### src/hdl/hid_report_descriptor_parser_assert.svh
// Assertion macros shared by the descriptor parser modules
`ifndef HID_REPORT_DESCRIPTOR_PARSER_ASSERT_SVH
`define HID_REPORT_DESCRIPTOR_PARSER_ASSERT_SVH

// same-cycle implication, disabled while reset is asserted
`define HRDP_ASSERT_IMPL(name, clk, rst_n, pre, post) \
    name: assert property (@(posedge clk) disable iff (!(rst_n)) (pre) |-> (post)) \
        else $error("hrdp: same-cycle check failed");

// next-cycle implication, disabled while reset is asserted
`define HRDP_ASSERT_NEXT(name, clk, rst_n, pre, post) \
    name: assert property (@(posedge clk) disable iff (!(rst_n)) (pre) |=> (post)) \
        else $error("hrdp: next-cycle check failed");

`endif

### src/hdl/hrdp_pkg.sv
// Types, item codes and helper functions of the HID report descriptor parser
package hrdp_pkg;

    // result queue depth, room for at least two items in flight
    localparam int unsigned RQ_DEPTH = 8;

    // item types
    localparam logic [1:0] ITEM_MAIN   = 2'd0;
    localparam logic [1:0] ITEM_GLOBAL = 2'd1;
    localparam logic [1:0] ITEM_LOCAL  = 2'd2;

    // main item tags
    localparam logic [3:0] TAG_INPUT      = 4'd8;
    localparam logic [3:0] TAG_COLLECTION = 4'd10;
    localparam logic [3:0] TAG_END_COLL   = 4'd12;

    // global item tags
    localparam logic [3:0] TAG_USAGE_PAGE   = 4'd0;
    localparam logic [3:0] TAG_LOGICAL_MIN  = 4'd1;
    localparam logic [3:0] TAG_LOGICAL_MAX  = 4'd2;
    localparam logic [3:0] TAG_REPORT_SIZE  = 4'd7;
    localparam logic [3:0] TAG_REPORT_ID    = 4'd8;
    localparam logic [3:0] TAG_REPORT_COUNT = 4'd9;

    // local item tags
    localparam logic [3:0] TAG_USAGE     = 4'd0;
    localparam logic [3:0] TAG_USAGE_MIN = 4'd1;
    localparam logic [3:0] TAG_USAGE_MAX = 4'd2;

    localparam logic [3:0] TAG_LONG = 4'd15;

    // result kinds
    localparam logic [2:0] KIND_USAGES   = 3'd0;
    localparam logic [2:0] KIND_BITFIELD = 3'd1;
    localparam logic [2:0] KIND_ARRAY    = 3'd2;
    localparam logic [2:0] KIND_UNMAPPED = 3'd3;
    localparam logic [2:0] KIND_DONE_OK  = 3'd4;
    localparam logic [2:0] KIND_DONE_ERR = 3'd5;

    localparam logic [15:0] PAGE_GENERIC_DESKTOP = 16'd1;
    localparam logic [15:0] USAGE_MOUSE          = 16'd2;
    localparam logic [15:0] USAGE_JOYSTICK       = 16'd4;
    localparam logic [15:0] USAGE_GAMEPAD        = 16'd5;
    localparam logic [15:0] USAGE_KEYBOARD       = 16'd6;
    localparam logic [31:0] COLL_APPLICATION     = 32'd1;
    localparam logic [15:0] USAGE_UNSET          = 16'hFFFF;

    // accepted byte handed from the assembler to the executor, flagged when it completes an item
    typedef struct packed {
        logic        valid;
        logic        last;
        logic        complete;
        logic [7:0]  prefix;
        logic [31:0] data;
    } t_item;

    typedef struct packed {
        logic [2:0]         result_kind;
        logic [15:0]        start_bit;
        logic [15:0]        field_size;
        logic [15:0]        field_count;
        logic [7:0]         report_ident;
        logic [15:0]        app_usage;
        logic [15:0]        usage_low;
        logic [15:0]        usage_high;
        logic [4:0]         usage_count;
        logic signed [31:0] logical_low;
        logic signed [31:0] logical_high;
        logic               new_report;
    } t_result;

    // up to two results written into the queue in one cycle
    typedef struct packed {
        logic [1:0] count;
        t_result    first;
        t_result    second;
    } t_push;

    // number of data bytes, size code 3 means four
    function automatic logic [2:0] data_len(input logic [7:0] prefix);
        logic [2:0] len;
        len = (prefix[1:0] == 2'd3) ? 3'd4 : {1'b0, prefix[1:0]};
        return len;
    endfunction

    // data is already zero above its length; extend the sign of short data
    function automatic logic [31:0] sign_data(input logic [2:0] len, input logic [31:0] data);
        logic [31:0] v;
        v = data;
        if (len == 3'd1 && data[7]) begin
            v = {24'hFFFFFF, data[7:0]};
        end else if (len == 3'd2 && data[15]) begin
            v = {16'hFFFF, data[15:0]};
        end
        return v;
    endfunction

endpackage

### src/hdl/hrdp_in_if.sv
// Descriptor byte channel
interface hrdp_in_if;
    logic       valid;
    logic       ready;
    logic [7:0] desc_byte;
    logic       last_byte;

    modport source (output valid, output desc_byte, output last_byte, input ready);
    modport sink   (input valid, input desc_byte, input last_byte, output ready);
endinterface

### src/hdl/hrdp_out_if.sv
// Decoded result channel
interface hrdp_out_if;
    logic               valid;
    logic               ready;
    logic [2:0]         result_kind;
    logic [15:0]        start_bit;
    logic [15:0]        field_size;
    logic [15:0]        field_count;
    logic [7:0]         report_ident;
    logic [15:0]        app_usage;
    logic [15:0]        usage_low;
    logic [15:0]        usage_high;
    logic [4:0]         usage_count;
    logic signed [31:0] logical_low;
    logic signed [31:0] logical_high;
    logic               new_report;

    modport source (
        output valid, output result_kind, output start_bit, output field_size,
        output field_count, output report_ident, output app_usage, output usage_low,
        output usage_high, output usage_count, output logical_low, output logical_high,
        output new_report, input ready
    );
    modport sink (
        input valid, input result_kind, input start_bit, input field_size,
        input field_count, input report_ident, input app_usage, input usage_low,
        input usage_high, input usage_count, input logical_low, input logical_high,
        input new_report, output ready
    );
endinterface

### src/hdl/hrdp_byte_asm.sv
// Input register and short-item byte assembly (prefix, data bytes, long-item error)
`include "hid_report_descriptor_parser_assert.svh"
module hrdp_byte_asm (
    input  logic           i_clk,
    input  logic           i_rst_n,
    hrdp_in_if.sink        i_desc,
    input  logic           i_room,
    output hrdp_pkg::t_item o_item
);

    logic        r_valid;
    logic [7:0]  r_byte;
    logic        r_last;
    logic [2:0]  r_phase;
    logic [7:0]  r_prefix;
    logic [31:0] r_accum;
    logic        r_error;

    logic [2:0]  n_phase;
    logic [7:0]  n_prefix;
    logic [31:0] n_accum;
    logic        n_error;
    logic        complete;
    logic [2:0]  byte_idx;

    assign i_desc.ready = i_room;

    always_comb begin
        n_phase  = r_phase;
        n_prefix = r_prefix;
        n_accum  = r_accum;
        n_error  = r_error;
        complete = 1'b0;
        byte_idx = hrdp_pkg::data_len(r_prefix) - r_phase;
        if (r_valid && !r_error) begin
            if (r_phase == 3'd0) begin
                n_prefix = r_byte;
                n_accum  = '0;
                if (r_byte[7:4] == hrdp_pkg::TAG_LONG) begin
                    n_error = 1'b1;
                end else begin
                    n_phase  = hrdp_pkg::data_len(r_byte);
                    complete = (n_phase == 3'd0);
                end
            end else begin
                // little-endian: byte k of the data lands at bits 8k+7..8k
                n_accum  = r_accum | ({24'd0, r_byte} << {byte_idx[1:0], 3'b000});
                n_phase  = r_phase - 3'd1;
                complete = (n_phase == 3'd0);
            end
        end
    end

    assign o_item.valid    = r_valid;
    assign o_item.last     = r_last;
    assign o_item.complete = complete;
    assign o_item.prefix   = n_prefix;
    assign o_item.data     = n_accum;

    always_ff @(posedge i_clk) begin
        if (!i_rst_n) begin
            r_valid  <= 1'b0;
            r_phase  <= '0;
            r_prefix <= '0;
            r_accum  <= '0;
            r_error  <= 1'b0;
        end else begin
            r_valid <= i_desc.valid && i_desc.ready;
            if (r_valid && r_last) begin
                r_phase  <= '0;
                r_prefix <= '0;
                r_accum  <= '0;
                r_error  <= 1'b0;
            end else begin
                r_phase  <= n_phase;
                r_prefix <= n_prefix;
                r_accum  <= n_accum;
                r_error  <= n_error;
            end
        end
    end

    always_ff @(posedge i_clk) begin
        if (i_desc.valid && i_desc.ready) begin
            r_byte <= i_desc.desc_byte;
            r_last <= i_desc.last_byte;
        end
    end

    `HRDP_ASSERT_IMPL(a_error_no_phase, i_clk, i_rst_n, r_error, r_phase == 3'd0)
    `HRDP_ASSERT_NEXT(a_last_clears, i_clk, i_rst_n, r_valid && r_last, r_phase == 3'd0 && !r_error)

endmodule

### src/hdl/hrdp_item_exec.sv
// Item execution: global, local and collection state, segment and done results
`include "hid_report_descriptor_parser_assert.svh"
module hrdp_item_exec #(
    parameter int MAX_USAGES = 16
) (
    input  logic            i_clk,
    input  logic            i_rst_n,
    input  hrdp_pkg::t_item i_item,
    output hrdp_pkg::t_push o_push
);

    localparam int CNT_W = $clog2(MAX_USAGES + 1);

    logic [15:0]      r_usage_page, n_usage_page;
    logic [15:0]      r_size, n_size;
    logic [15:0]      r_count, n_count;
    logic [7:0]       r_ident, n_ident;
    logic [31:0]      r_log_min, n_log_min;
    logic [31:0]      r_log_max, n_log_max;
    logic [15:0]      r_local_usage, n_local_usage;
    logic [15:0]      r_local_min, n_local_min;
    logic [15:0]      r_local_max, n_local_max;
    logic [CNT_W-1:0] r_local_cnt, n_local_cnt;
    logic [15:0]      r_app_usage, n_app_usage;
    logic [15:0]      r_app_page, n_app_page;
    logic [7:0]       r_nest, n_nest;
    logic [15:0]      r_bit_offset, n_bit_offset;
    logic             r_report_open, n_report_open;

    logic [1:0]       item_type;
    logic [3:0]       item_tag;
    logic [2:0]       item_len;
    logic [31:0]      sdata;
    logic [31:0]      seg_bits;
    logic             in_app;
    logic             seg_fire;
    logic [2:0]       seg_kind;
    logic             run;
    hrdp_pkg::t_result seg_res;
    hrdp_pkg::t_result done_res;

    assign item_type = i_item.prefix[3:2];
    assign item_tag  = i_item.prefix[7:4];
    assign item_len  = hrdp_pkg::data_len(i_item.prefix);
    assign sdata     = hrdp_pkg::sign_data(item_len, i_item.data);
    assign seg_bits  = 32'(r_size) * 32'(r_count);
    assign run       = i_item.valid && i_item.complete;

    assign in_app = (r_app_page == hrdp_pkg::PAGE_GENERIC_DESKTOP) &&
                    (r_app_usage inside {hrdp_pkg::USAGE_MOUSE, hrdp_pkg::USAGE_JOYSTICK,
                                         hrdp_pkg::USAGE_GAMEPAD, hrdp_pkg::USAGE_KEYBOARD});
    assign seg_fire = run && item_type == hrdp_pkg::ITEM_MAIN &&
                      item_tag == hrdp_pkg::TAG_INPUT && in_app;

    // data bit 1 set means a variable field
    always_comb begin
        if (!i_item.data[1]) begin
            seg_kind = hrdp_pkg::KIND_ARRAY;
        end else if (r_local_cnt != '0) begin
            seg_kind = hrdp_pkg::KIND_USAGES;
        end else if (r_local_min != hrdp_pkg::USAGE_UNSET &&
                     r_local_max != hrdp_pkg::USAGE_UNSET && r_size == 16'd1) begin
            seg_kind = hrdp_pkg::KIND_BITFIELD;
        end else begin
            seg_kind = hrdp_pkg::KIND_UNMAPPED;
        end
    end

    always_comb begin
        seg_res.result_kind  = seg_kind;
        seg_res.start_bit    = r_bit_offset;
        seg_res.field_size   = r_size;
        seg_res.field_count  = r_count;
        seg_res.report_ident = r_ident;
        seg_res.app_usage    = r_app_usage;
        seg_res.usage_low    = r_local_min;
        seg_res.usage_high   = r_local_max;
        seg_res.usage_count  = 5'(r_local_cnt);
        seg_res.logical_low  = r_log_min;
        seg_res.logical_high = r_log_max;
        seg_res.new_report   = !r_report_open;

        done_res             = '0;
        done_res.result_kind = i_item.complete ? hrdp_pkg::KIND_DONE_OK
                                               : hrdp_pkg::KIND_DONE_ERR;

        o_push.first  = seg_fire ? seg_res : done_res;
        o_push.second = done_res;
        if (i_item.valid && i_item.last) begin
            o_push.count = seg_fire ? 2'd2 : 2'd1;
        end else begin
            o_push.count = seg_fire ? 2'd1 : 2'd0;
        end
    end

    always_comb begin
        n_usage_page  = r_usage_page;
        n_size        = r_size;
        n_count       = r_count;
        n_ident       = r_ident;
        n_log_min     = r_log_min;
        n_log_max     = r_log_max;
        n_local_usage = r_local_usage;
        n_local_min   = r_local_min;
        n_local_max   = r_local_max;
        n_local_cnt   = r_local_cnt;
        n_app_usage   = r_app_usage;
        n_app_page    = r_app_page;
        n_nest        = r_nest;
        n_bit_offset  = r_bit_offset;
        n_report_open = r_report_open;
        if (run) begin
            case (item_type)
                hrdp_pkg::ITEM_MAIN: begin
                    case (item_tag)
                        hrdp_pkg::TAG_INPUT: begin
                            if (seg_fire) begin
                                n_report_open = 1'b1;
                            end
                            n_bit_offset = r_bit_offset + seg_bits[15:0];
                        end
                        hrdp_pkg::TAG_COLLECTION: begin
                            n_nest = r_nest + 8'd1;
                            if (i_item.data == hrdp_pkg::COLL_APPLICATION) begin
                                n_app_usage = r_local_usage;
                                n_app_page  = r_usage_page;
                            end
                        end
                        hrdp_pkg::TAG_END_COLL: begin
                            n_nest = r_nest - 8'd1;
                            if (n_nest == 8'd0) begin
                                n_app_usage = '0;
                                n_app_page  = '0;
                            end
                        end
                        default: ;
                    endcase
                    // every main item ends the local scope
                    n_local_usage = '0;
                    n_local_min   = hrdp_pkg::USAGE_UNSET;
                    n_local_max   = hrdp_pkg::USAGE_UNSET;
                    n_local_cnt   = '0;
                end
                hrdp_pkg::ITEM_GLOBAL: begin
                    case (item_tag)
                        hrdp_pkg::TAG_USAGE_PAGE:   n_usage_page = i_item.data[15:0];
                        hrdp_pkg::TAG_LOGICAL_MIN:  n_log_min = sdata;
                        hrdp_pkg::TAG_LOGICAL_MAX:  n_log_max = r_log_min[31] ? sdata : i_item.data;
                        hrdp_pkg::TAG_REPORT_SIZE:  n_size = i_item.data[15:0];
                        hrdp_pkg::TAG_REPORT_ID: begin
                            n_bit_offset  = {10'd0, item_len, 3'b000};
                            n_ident       = i_item.data[7:0];
                            n_report_open = 1'b0;
                        end
                        hrdp_pkg::TAG_REPORT_COUNT: n_count = i_item.data[15:0];
                        default: ;
                    endcase
                end
                hrdp_pkg::ITEM_LOCAL: begin
                    case (item_tag)
                        hrdp_pkg::TAG_USAGE: begin
                            n_local_usage = i_item.data[15:0];
                            if (r_local_cnt < CNT_W'(MAX_USAGES)) begin
                                n_local_cnt = r_local_cnt + CNT_W'(1);
                            end
                        end
                        hrdp_pkg::TAG_USAGE_MIN: n_local_min = i_item.data[15:0];
                        hrdp_pkg::TAG_USAGE_MAX: n_local_max = i_item.data[15:0];
                        default: ;
                    endcase
                end
                default: ;
            endcase
        end
    end

    always_ff @(posedge i_clk) begin
        if (!i_rst_n || (i_item.valid && i_item.last)) begin
            r_usage_page  <= '0;
            r_size        <= '0;
            r_count       <= '0;
            r_ident       <= '0;
            r_log_min     <= '0;
            r_log_max     <= '0;
            r_local_usage <= '0;
            r_local_min   <= hrdp_pkg::USAGE_UNSET;
            r_local_max   <= hrdp_pkg::USAGE_UNSET;
            r_local_cnt   <= '0;
            r_app_usage   <= '0;
            r_app_page    <= '0;
            r_nest        <= '0;
            r_bit_offset  <= '0;
            r_report_open <= 1'b0;
        end else begin
            r_usage_page  <= n_usage_page;
            r_size        <= n_size;
            r_count       <= n_count;
            r_ident       <= n_ident;
            r_log_min     <= n_log_min;
            r_log_max     <= n_log_max;
            r_local_usage <= n_local_usage;
            r_local_min   <= n_local_min;
            r_local_max   <= n_local_max;
            r_local_cnt   <= n_local_cnt;
            r_app_usage   <= n_app_usage;
            r_app_page    <= n_app_page;
            r_nest        <= n_nest;
            r_bit_offset  <= n_bit_offset;
            r_report_open <= n_report_open;
        end
    end

    `HRDP_ASSERT_NEXT(a_last_resets, i_clk, i_rst_n, i_item.valid && i_item.last, r_nest == 8'd0 && r_bit_offset == 16'd0 && r_local_cnt == '0)
    `HRDP_ASSERT_IMPL(a_two_only_last, i_clk, i_rst_n, o_push.count == 2'd2, i_item.valid && i_item.last && seg_fire)

endmodule

### src/hdl/hrdp_result_queue.sv
// Result queue: takes up to two results a cycle, hands out one per beat
`include "hid_report_descriptor_parser_assert.svh"
module hrdp_result_queue (
    input  logic            i_clk,
    input  logic            i_rst_n,
    input  hrdp_pkg::t_push i_push,
    input  logic            i_inflight,
    output logic            o_room,
    hrdp_out_if.source      o_res
);

    localparam int DEPTH = hrdp_pkg::RQ_DEPTH;
    localparam int PTR_W = $clog2(DEPTH);
    localparam int CNT_W = $clog2(DEPTH + 1);

    hrdp_pkg::t_result r_mem [DEPTH];
    logic [PTR_W-1:0]  r_head;
    logic [PTR_W-1:0]  r_tail;
    logic [CNT_W-1:0]  r_count;

    logic              pop;
    logic [PTR_W-1:0]  tail_plus1;
    logic [CNT_W:0]    need;
    hrdp_pkg::t_result head;

    assign pop        = (r_count != '0) && o_res.ready;
    assign tail_plus1 = r_tail + PTR_W'(1);

    // a new byte may need two slots, on top of two for the byte now executing
    assign need   = {1'b0, r_count} + (i_inflight ? (CNT_W+1)'(2) : '0) + (CNT_W+1)'(2);
    assign o_room = need <= (CNT_W+1)'(DEPTH);

    always_ff @(posedge i_clk) begin
        if (!i_rst_n) begin
            r_head  <= '0;
            r_tail  <= '0;
            r_count <= '0;
        end else begin
            r_tail  <= r_tail + PTR_W'(i_push.count);
            r_count <= r_count + CNT_W'(i_push.count) - CNT_W'(pop);
            if (pop) begin
                r_head <= r_head + PTR_W'(1);
            end
        end
    end

    always_ff @(posedge i_clk) begin
        if (i_push.count != 2'd0) begin
            r_mem[r_tail] <= i_push.first;
        end
        if (i_push.count == 2'd2) begin
            r_mem[tail_plus1] <= i_push.second;
        end
    end

    assign head = r_mem[r_head];

    assign o_res.valid        = r_count != '0;
    assign o_res.result_kind  = head.result_kind;
    assign o_res.start_bit    = head.start_bit;
    assign o_res.field_size   = head.field_size;
    assign o_res.field_count  = head.field_count;
    assign o_res.report_ident = head.report_ident;
    assign o_res.app_usage    = head.app_usage;
    assign o_res.usage_low    = head.usage_low;
    assign o_res.usage_high   = head.usage_high;
    assign o_res.usage_count  = head.usage_count;
    assign o_res.logical_low  = head.logical_low;
    assign o_res.logical_high = head.logical_high;
    assign o_res.new_report   = head.new_report;

    `HRDP_ASSERT_IMPL(a_no_overflow, i_clk, i_rst_n, i_push.count != 2'd0, ({1'b0, r_count} + (CNT_W+1)'(i_push.count)) <= (CNT_W+1)'(DEPTH))
    `HRDP_ASSERT_NEXT(a_head_holds, i_clk, i_rst_n, o_res.valid && !o_res.ready, $stable(r_head))

endmodule

### src/hdl/hid_report_descriptor_parser.sv
// Results: a byte is held in the input register, decoded from it straight into the
// result queue and offered from there; its second result follows the first.
// Throughput: one descriptor byte per cycle; input stalls only while the
// 8-entry result queue lacks room for two results per byte in flight.
// Reset: synchronous, active low, clears all parse state and the queue;
// a byte flagged last returns the parse state to its reset values.
module hid_report_descriptor_parser #(
    parameter int MAX_USAGES = 16
) (
    input  logic       i_clk,
    input  logic       i_rst_n,
    hrdp_in_if.sink    i_desc,
    hrdp_out_if.source o_res
);

    hrdp_pkg::t_item item;
    hrdp_pkg::t_push push;
    logic            room;

    hrdp_byte_asm u_byte_asm (
        .i_clk   (i_clk),
        .i_rst_n (i_rst_n),
        .i_desc  (i_desc),
        .i_room  (room),
        .o_item  (item)
    );

    hrdp_item_exec #(
        .MAX_USAGES (MAX_USAGES)
    ) u_item_exec (
        .i_clk   (i_clk),
        .i_rst_n (i_rst_n),
        .i_item  (item),
        .o_push  (push)
    );

    hrdp_result_queue u_result_queue (
        .i_clk      (i_clk),
        .i_rst_n    (i_rst_n),
        .i_push     (push),
        .i_inflight (item.valid),
        .o_room     (room),
        .o_res      (o_res)
    );

endmodule

### src/flat_wrapper.sv
// flat-port wrapper written by rule: the top's interface ports become plain ports
module hid_report_descriptor_parser_flat 
#(
    parameter int MAX_USAGES = 16
)
  (i_clk, i_rst_n, i_desc_valid, i_desc_desc_byte, i_desc_last_byte, i_desc_ready, o_res_valid, o_res_result_kind, o_res_start_bit, o_res_field_size, o_res_field_count, o_res_report_ident, o_res_app_usage, o_res_usage_low, o_res_usage_high, o_res_usage_count, o_res_logical_low, o_res_logical_high, o_res_new_report, o_res_ready);
  hrdp_in_if i_desc_i ();
  hrdp_out_if o_res_i ();
  input  logic i_clk;
  input  logic i_rst_n;
  input wire logic [$bits(i_desc_i.valid)-1:0] i_desc_valid;
  input wire logic [$bits(i_desc_i.desc_byte)-1:0] i_desc_desc_byte;
  input wire logic [$bits(i_desc_i.last_byte)-1:0] i_desc_last_byte;
  output wire logic [$bits(i_desc_i.ready)-1:0] i_desc_ready;
  output wire logic [$bits(o_res_i.valid)-1:0] o_res_valid;
  output wire logic [$bits(o_res_i.result_kind)-1:0] o_res_result_kind;
  output wire logic [$bits(o_res_i.start_bit)-1:0] o_res_start_bit;
  output wire logic [$bits(o_res_i.field_size)-1:0] o_res_field_size;
  output wire logic [$bits(o_res_i.field_count)-1:0] o_res_field_count;
  output wire logic [$bits(o_res_i.report_ident)-1:0] o_res_report_ident;
  output wire logic [$bits(o_res_i.app_usage)-1:0] o_res_app_usage;
  output wire logic [$bits(o_res_i.usage_low)-1:0] o_res_usage_low;
  output wire logic [$bits(o_res_i.usage_high)-1:0] o_res_usage_high;
  output wire logic [$bits(o_res_i.usage_count)-1:0] o_res_usage_count;
  output wire logic [$bits(o_res_i.logical_low)-1:0] o_res_logical_low;
  output wire logic [$bits(o_res_i.logical_high)-1:0] o_res_logical_high;
  output wire logic [$bits(o_res_i.new_report)-1:0] o_res_new_report;
  input wire logic [$bits(o_res_i.ready)-1:0] o_res_ready;
  assign i_desc_i.valid = i_desc_valid;
  assign i_desc_i.desc_byte = i_desc_desc_byte;
  assign i_desc_i.last_byte = i_desc_last_byte;
  assign i_desc_ready = i_desc_i.ready;
  assign o_res_valid = o_res_i.valid;
  assign o_res_result_kind = o_res_i.result_kind;
  assign o_res_start_bit = o_res_i.start_bit;
  assign o_res_field_size = o_res_i.field_size;
  assign o_res_field_count = o_res_i.field_count;
  assign o_res_report_ident = o_res_i.report_ident;
  assign o_res_app_usage = o_res_i.app_usage;
  assign o_res_usage_low = o_res_i.usage_low;
  assign o_res_usage_high = o_res_i.usage_high;
  assign o_res_usage_count = o_res_i.usage_count;
  assign o_res_logical_low = o_res_i.logical_low;
  assign o_res_logical_high = o_res_i.logical_high;
  assign o_res_new_report = o_res_i.new_report;
  assign o_res_i.ready = o_res_ready;
  hid_report_descriptor_parser #(.MAX_USAGES(MAX_USAGES)) u_core (.i_clk(i_clk), .i_rst_n(i_rst_n), .i_desc(i_desc_i), .o_res(o_res_i));
endmodule
### config.mk
export PLATFORM = sky130hd
export DESIGN_NAME = hid_report_descriptor_parser_flat
export DESIGN_NICKNAME = d
export VERILOG_FILES = /design/src/hdl/hrdp_pkg.sv /design/src/hdl/hrdp_in_if.sv /design/src/hdl/hrdp_out_if.sv /design/src/hdl/hrdp_byte_asm.sv /design/src/hdl/hrdp_item_exec.sv /design/src/hdl/hrdp_result_queue.sv /design/src/hdl/hid_report_descriptor_parser.sv /design/src/flat_wrapper.sv
export VERILOG_INCLUDE_DIRS = /design/src /design/src/hdl
export SDC_FILE = /design/constraint.sdc
export NUM_CORES = 2
export LEC_CHECK = 0
export ABC_AREA = 1
export BUFFER_PORTS_ARGS = -buffer_cell sky130_fd_sc_hd__clkbuf_2
export CAP_MARGIN = 25
export CORE_MARGIN = 2
export CORE_UTILIZATION = 69
export CTS_BUF_LIST = sky130_fd_sc_hd__clkbuf_8
export DETAILED_ROUTE_END_ITERATION = 10
export PLACE_DENSITY = 0.87
export SLEW_MARGIN = 0
export SYNTH_ARGS = -nofsm -noshare
export SYNTH_HDL_FRONTEND = slang
export SYNTH_SLANG_ARGS = --single-unit
### constraint.sdc
create_clock -name i_clk -period 9.73 [get_ports i_clk]
set_clock_uncertainty 0.1 [all_clocks]
set_input_delay 0 -clock i_clk [delete_from_list [all_inputs] [get_ports i_clk]]
set_output_delay 0 -clock i_clk [all_outputs]
set_load 0.02 [all_outputs]
# Yosys cells after proc, flatten, opt, wreduce, memory -nomap -nowiden
# Memory sizes are Yosys's and may differ from the RTL's. A register that Yosys moved wholly into a read port is not among the register bits.
# Cells that the tools add are included.
dict set report word_totals {
  register_bits 294
  latch_bits 0
  ram_bits 1416
  romBits 0
  input_bits 13
  wordCells 179
  mem_count 1
}
dict set report classes {
  add_sub_neg 13
  n_mul 1
  div 0
  magnitude_cmp 2
  n_eq_ne 35
  n_shift 1
  muxes 52
  bitwise 2
  n_reduce_logical 47
}
# name depth width read_ports rd_ports_with_merged_regs wr line
set memory_table {}
lappend memory_table {u_core.u_result_queue.r_mem 8 177 1 1 2 hrdp_result_queue.sv:16} ;# hrdp_pkg::t_result r_mem [DEPTH];
# op n
set op_table {}
lappend op_table {{case mux 16 bit (2 select lines)} 6}
lappend op_table {{two-way mux 177 bit} 1}
lappend op_table {{two-way mux 32 bit} 5}
lappend op_table {{two-way mux 16 bit} 8}
lappend op_table {{== test 16 x 3 -> 1 bit (second input constant)} 3}
lappend op_table {{AND reduction 3 bit} 11}
lappend op_table {{== test 16 x 1 -> 1 bit (second input constant)} 2}
lappend op_table {{== test 32 x 1 -> 1 bit (second input constant)} 1}
lappend op_table {{!= test 16 bit (second input constant)} 2}
lappend op_table {{bitwise OR 32 bit} 1}
lappend op_table {{<< shifter 8 x 5 -> 32 bit} 1}
lappend op_table {{== test 4 bit (second input constant)} 5}
lappend op_table {{two-way mux 3 bit} 6}
lappend op_table {{adder 16 bit} 1}
lappend op_table {{== test 16 x 2 -> 1 bit (second input constant)} 1}
lappend op_table {{multiplier 16 x 16 -> 16 bit} 1}
lappend op_table {{two-way mux 8 bit} 2}
lappend op_table {{case mux 8 bit (2 select lines)} 1}
lappend op_table {{two-way mux 2 bit} 7}
lappend op_table {{!= test 2 bit (second input constant)} 7}
lappend op_table {{logical AND 1 bit} 13}
lappend op_table {{two-way mux 1 bit} 12}
lappend op_table {{== test 2 bit (second input constant)} 5}
lappend op_table {{two-way mux 5 bit} 2}
lappend op_table {{36 further kinds} 49}

# Depth between registers and ports, before layout
dict set report depth {
  ltp_word 15
  mapped_depth 30
  mapped_depth_nobuf 28
}

# Hierarchy
# From an unflattened synthesis, not the netlist that was laid out.
dict set report unflattened {
  cells_unflattened 13510
  area_unflattened_um2 100351.2
}
# module instances cells_each area_per_inst_um2 seq_area_each_um2
set by_module_without_submodules {}
lappend by_module_without_submodules {hrdp_result_queue 1 10780 81087.8 42781.0}
lappend by_module_without_submodules {hrdp_item_exec 1 2337 16559.6 4604.4}
lappend by_module_without_submodules {hrdp_byte_asm 1 393 2703.8 1171.1}

# Least setup slack after synthesis
# Ideal clock, no wire load.
dict set report synth_timing {
  path_type {reg-to-reg}
  start {register u_core.u_item_exec.r_count[1]}
  end {register u_core.u_item_exec.r_bit_offset[14]}
  setup_time_ns 0.132
  t_arrival_ns 5.018
  required_time_ns 9.498
  setup_slack_ns 4.480
  stages_incl_launch_ff 21
  path_buffers 2
  period_less_slack_ns 5.250
  cell_sequence {dfxtp_1 > clkbuf_1 > clkbuf_1 > nand2_1 > fa_1 > fa_1 > inv_1 > fa_1 > fa_1 > fa_1 > inv_1 > fa_1 > inv_1 > ha_1 > nand2_1 > nor3_1 > nand3_1 > o2111ai_1 > or2_2 > nand3_1 > a21oi_1}
}
dict set report synth_between {
  elab_chain_cells 4
}
# element line
set synth_lines {}
lappend synth_lines {{start, declared} hrdp_item_exec.sv:16} ;# logic [15:0] r_count, n_count;
lappend synth_lines {{start signal, assigned} hrdp_item_exec.sv:197} ;# r_count <= n_count;
lappend synth_lines {{multiplier 16 x 16 -> 16 bit} hrdp_item_exec.sv:46} ;# assign seg_bits = 32'(r_size) * 32'(r_count);
lappend synth_lines {{adder 16 bit} hrdp_item_exec.sv:120} ;# n_bit_offset = r_bit_offset + seg_bits[15:0];
lappend synth_lines {{two-way mux 16 bit} hrdp_item_exec.sv:115} ;# case (item_tag)
lappend synth_lines {{case mux 16 bit (2 select lines)} hrdp_item_exec.sv:113} ;# case (item_type)
lappend synth_lines {{end signal, assigned} hrdp_item_exec.sv:208} ;# r_bit_offset <= n_bit_offset;
lappend synth_lines {{end, declared} hrdp_item_exec.sv:27} ;# logic [15:0] r_bit_offset, n_bit_offset;
# No other way between the ends. The select of a mux whose other input is x is not followed.
# A chain may end at the register's enable or synchronous reset.

==> run_results.csv <==
group,metric,value,unit
floorplanning,placementRows,121,
clock_tree,cts.repair.resized,0,
finish,fillers,7652,
global_routing,grt_pass1_vias,66900,
synthesis,syn_area,75600,sq um
synthesis,yosysTopAreaCellShare,44.9,%
sta,grt_setup_unrepaired,"no",
worst_setup_path,required,10430,ps
detailed_routing,drt_iter0_drc,9451,
worst_hold_path,hp-class,"flop to flop",
sta,fin_setup_tns,0,ps
synthesis,synth_common_cells,"nand2_1, dfxtp_1, inv_1, o21ai_0, a21oi_1",
floorplanning,ios,192,
job,max-cap-violations,0,
power,power_density,228,nW/um^2
floorplanning,initial_core_util,69.5,%
clock_tree,clk_latency,970,ps
synthesis,synth_top_flop_cell,"dfxtp_1",
detailed_routing,drc,0,
finish,drive_gt1_share,8.88,%
worst_setup_path,crit_type,"flop to flop",
sta,setup_slack,2760,ps
worst_setup_path,cp-start-kind,"flop",
clock_tree,clockRootBuffer,"clkbuf_8",
clock_tree,path_clk_slew,60,ps
place,io_buffers,191,
clock_tree,clock-sinks,1713,
detailed_routing,route.vias.total,69600,
floorplanning,die_h,335,um
synthesis,synth.most_common_cell,"nand2_1",
floorplanning,dieWidth,335,um
detailed_routing,postRouteAntennaNets,0,
global_routing,grt_pass1_wl,349000,um
synthesis,synth_area_leaders,"dfxtp_1, o21ai_0, nand2_1",
worst_setup_path,crit_arrival,7670,ps
floorplanning,die_area,112000,sq um
worst_setup_path,crit_fanout,74,
sta,period_minus_slack,6970,ps
detailed_routing,wire_per_inst,19.3,um
synthesis,synth_cell_types,48,
finish,layout.nets,9964,
finish,final_util,75.7,%
detailed_routing,drt-total-wl,220000,um
power,ir_drop,0.000184,V
finish,postLayoutCellArea,82200,sq um
global_routing,grt_max_degree,215,
synthesis,ys_seq_area_share,45.6,%
sta,hold_viol,0,
worst_setup_path,endpoint_kind,"flop",
synthesis,synth.largest_area_cell,"dfxtp_1",
clock_tree,cts_buffers,286,
synthesis,synth_fp_nets,10100,
sta,setup_viol,0,
synthesis,avgSynthCellArea,7.63,sq um
global_routing,grt_usage,38.1,%
place,hpwl,125000,um
clock_tree,cts_tree,"yes",
detailed_routing,via_per_inst,6.11,
global_routing,grt.overflow.total,0,
synthesis,ys_warn_count,0,
sta,slew_headroom,22.1,%
synthesis,synth_cells,9903,
floorplanning,coreArea,109000,sq um
power,leakagePower,0.0397,uW
sta,fin_crit_sh,71.7,%
finish,syn_to_final_growth,8.85,%
synthesis,synth-seq-cells,1713,
place,dpl_worst_slack,2950,ps
clock_tree,htree_levels,5,
synthesis,synth_enable_flop_cells,17,
global_routing,antenna_found_initial,5,
clock_tree,clockBufferDepth,4,
run_status,status,"completed",
place,dpl_cell_area,76400,sq um
synthesis,synth-async-reset-ratio,0,%
sta,final_max_slew_viol_count,0,
detailed_routing,first_pass_iters,10,
sta,max_slew.worst_pin.slew,1160,ps
place,place.gp.congestion,0.934,
sta,fmax,143,MHz
metrics by stage:
step / hold slack (ps) / cells / power (uW)
floorplan: -6.55 / 9903 / 11000
global placement: 86.1 / 10900 / 12400
detailed placement: 83.1 / 10900 / 12500
CTS: 257 / 11400 / 18700
global route: 330 / 11400 / 19500
finish: 321 / 11400 / 18800
critical path: stages, from the launching register on:
cell     delay [ps]
dfxtp_1         320
inv_1           150
ha_1            190
inv_1            50
nor2_2          240
nand2_2         510
o21ai_2         460
inv_2            70
nor2_2          150
nand2_1         180
nor2_2          550
nand2_4         590
ha_1            440
nor2_1          100
inv_1           220
nor2_4          140
buf_4           460
inv_1            80
nand2_1         510
inv_6           280
buf_4           490
a22o_1          400
cell type report:
type,instances,area [sq um],share of cell area (%)
timing repair buffer,300,2050,2.49
tap,1414,1770,2.15
clock inverter,125,642,0.780
inverter,1639,6180,7.52
sequential,1713,34500,41.9
antenna,3,7.51,0.00913
multi-input combinational,5839,32200,39.2
clock buffer,356,4900,5.96
layer usage:
metal	part of all wire, %	GRT usage [%]
met1	38	48.4
met2	46	61.7
met3	11	6.42
met4	5.4	21.3
met5	0.0045	0
final timing paths:
kind	from	to	slack, ps	cells past startpoint
setup reg to reg	u_core.u_byte_asm.r_phase[1]	u_core.u_result_queue.r_mem[3][138]	2760	21
setup / recovery	u_core.u_byte_asm.r_phase[1]	u_core.u_result_queue.r_mem[3][138]	2760	21
hold / removal	u_core.u_result_queue.r_mem[7][107]	u_core.u_result_queue.r_mem[7][107]	320	2
hold reg to reg	u_core.u_result_queue.r_mem[7][107]	u_core.u_result_queue.r_mem[7][107]	320	2
cell usage in the layout, fill, tap and decap left out, types with 6 or more instances in the layout:
cell / instances
fa_1: 96
clkbuf_8: 356
o211ai_1: 35
ha_1: 76
o21ai_1: 140
o21bai_1: 9
buf_12: 15
a221oi_1: 162
inv_2: 11
inv_1: 1711
edfxtp_1: 17
buf_4: 66
nand2_1: 1826
dfxtp_1: 1694
nand4_1: 16
dlygate4sd3_1: 27
o22ai_1: 16
nor4_1: 15
xor2_1: 12
a31oi_1: 229
o21ai_0: 1569
a21oi_1: 695
clkinv_2: 21
or2_2: 6
nor2_2: 6
nor2_4: 170
clkinvlp_4: 7
clkbuf_2: 191
nor2_1: 257
nand3_1: 126
nor3_1: 14
a22o_1: 322
where the power goes:
part	switching, uW	internal (uW)
Combinational	3420	1320
Clock	2860	3380
Sequential	205	7570
repair_timing:
action,CTS,global route
buffers inserted,0,0
hold endpoints to repair,138,0
hold buffers,27,0
registers in the layout, indices dropped and copies added, names as in the netlist, 16 cells and up, named ones only:
| signal | count |
|---|---|
| u_core.u_item_exec.r_log_max | 32 |
| u_core.u_item_exec.r_bit_offset | 16 |
| u_core.u_byte_asm.r_accum | 32 |
| u_core.u_item_exec.r_count | 16 |
| u_core.u_item_exec.r_local_usage | 16 |
| u_core.u_item_exec.r_app_usage | 16 |
| u_core.u_item_exec.r_usage_page | 16 |
| u_core.u_result_queue.r_mem | 1416 |
| u_core.u_item_exec.r_local_max | 16 |
| u_core.u_item_exec.r_local_min | 16 |
| u_core.u_item_exec.r_app_page | 16 |
| u_core.u_item_exec.r_log_min | 32 |
| u_core.u_item_exec.r_size | 16 |
kinds of logic after synthesis:
group	after synthesis	share of synthesized area [%]
AO/OA/AOI/OAI	3197	24.2
XOR/XNOR	17	0.197
adder cells (fa/ha/maj)	172	3.80
buffers and inverters	2351	11.9
flip-flops	1713	45.6
AND/OR/NAND/NOR	2453	14.2
(Power assumes the default switching activity.)
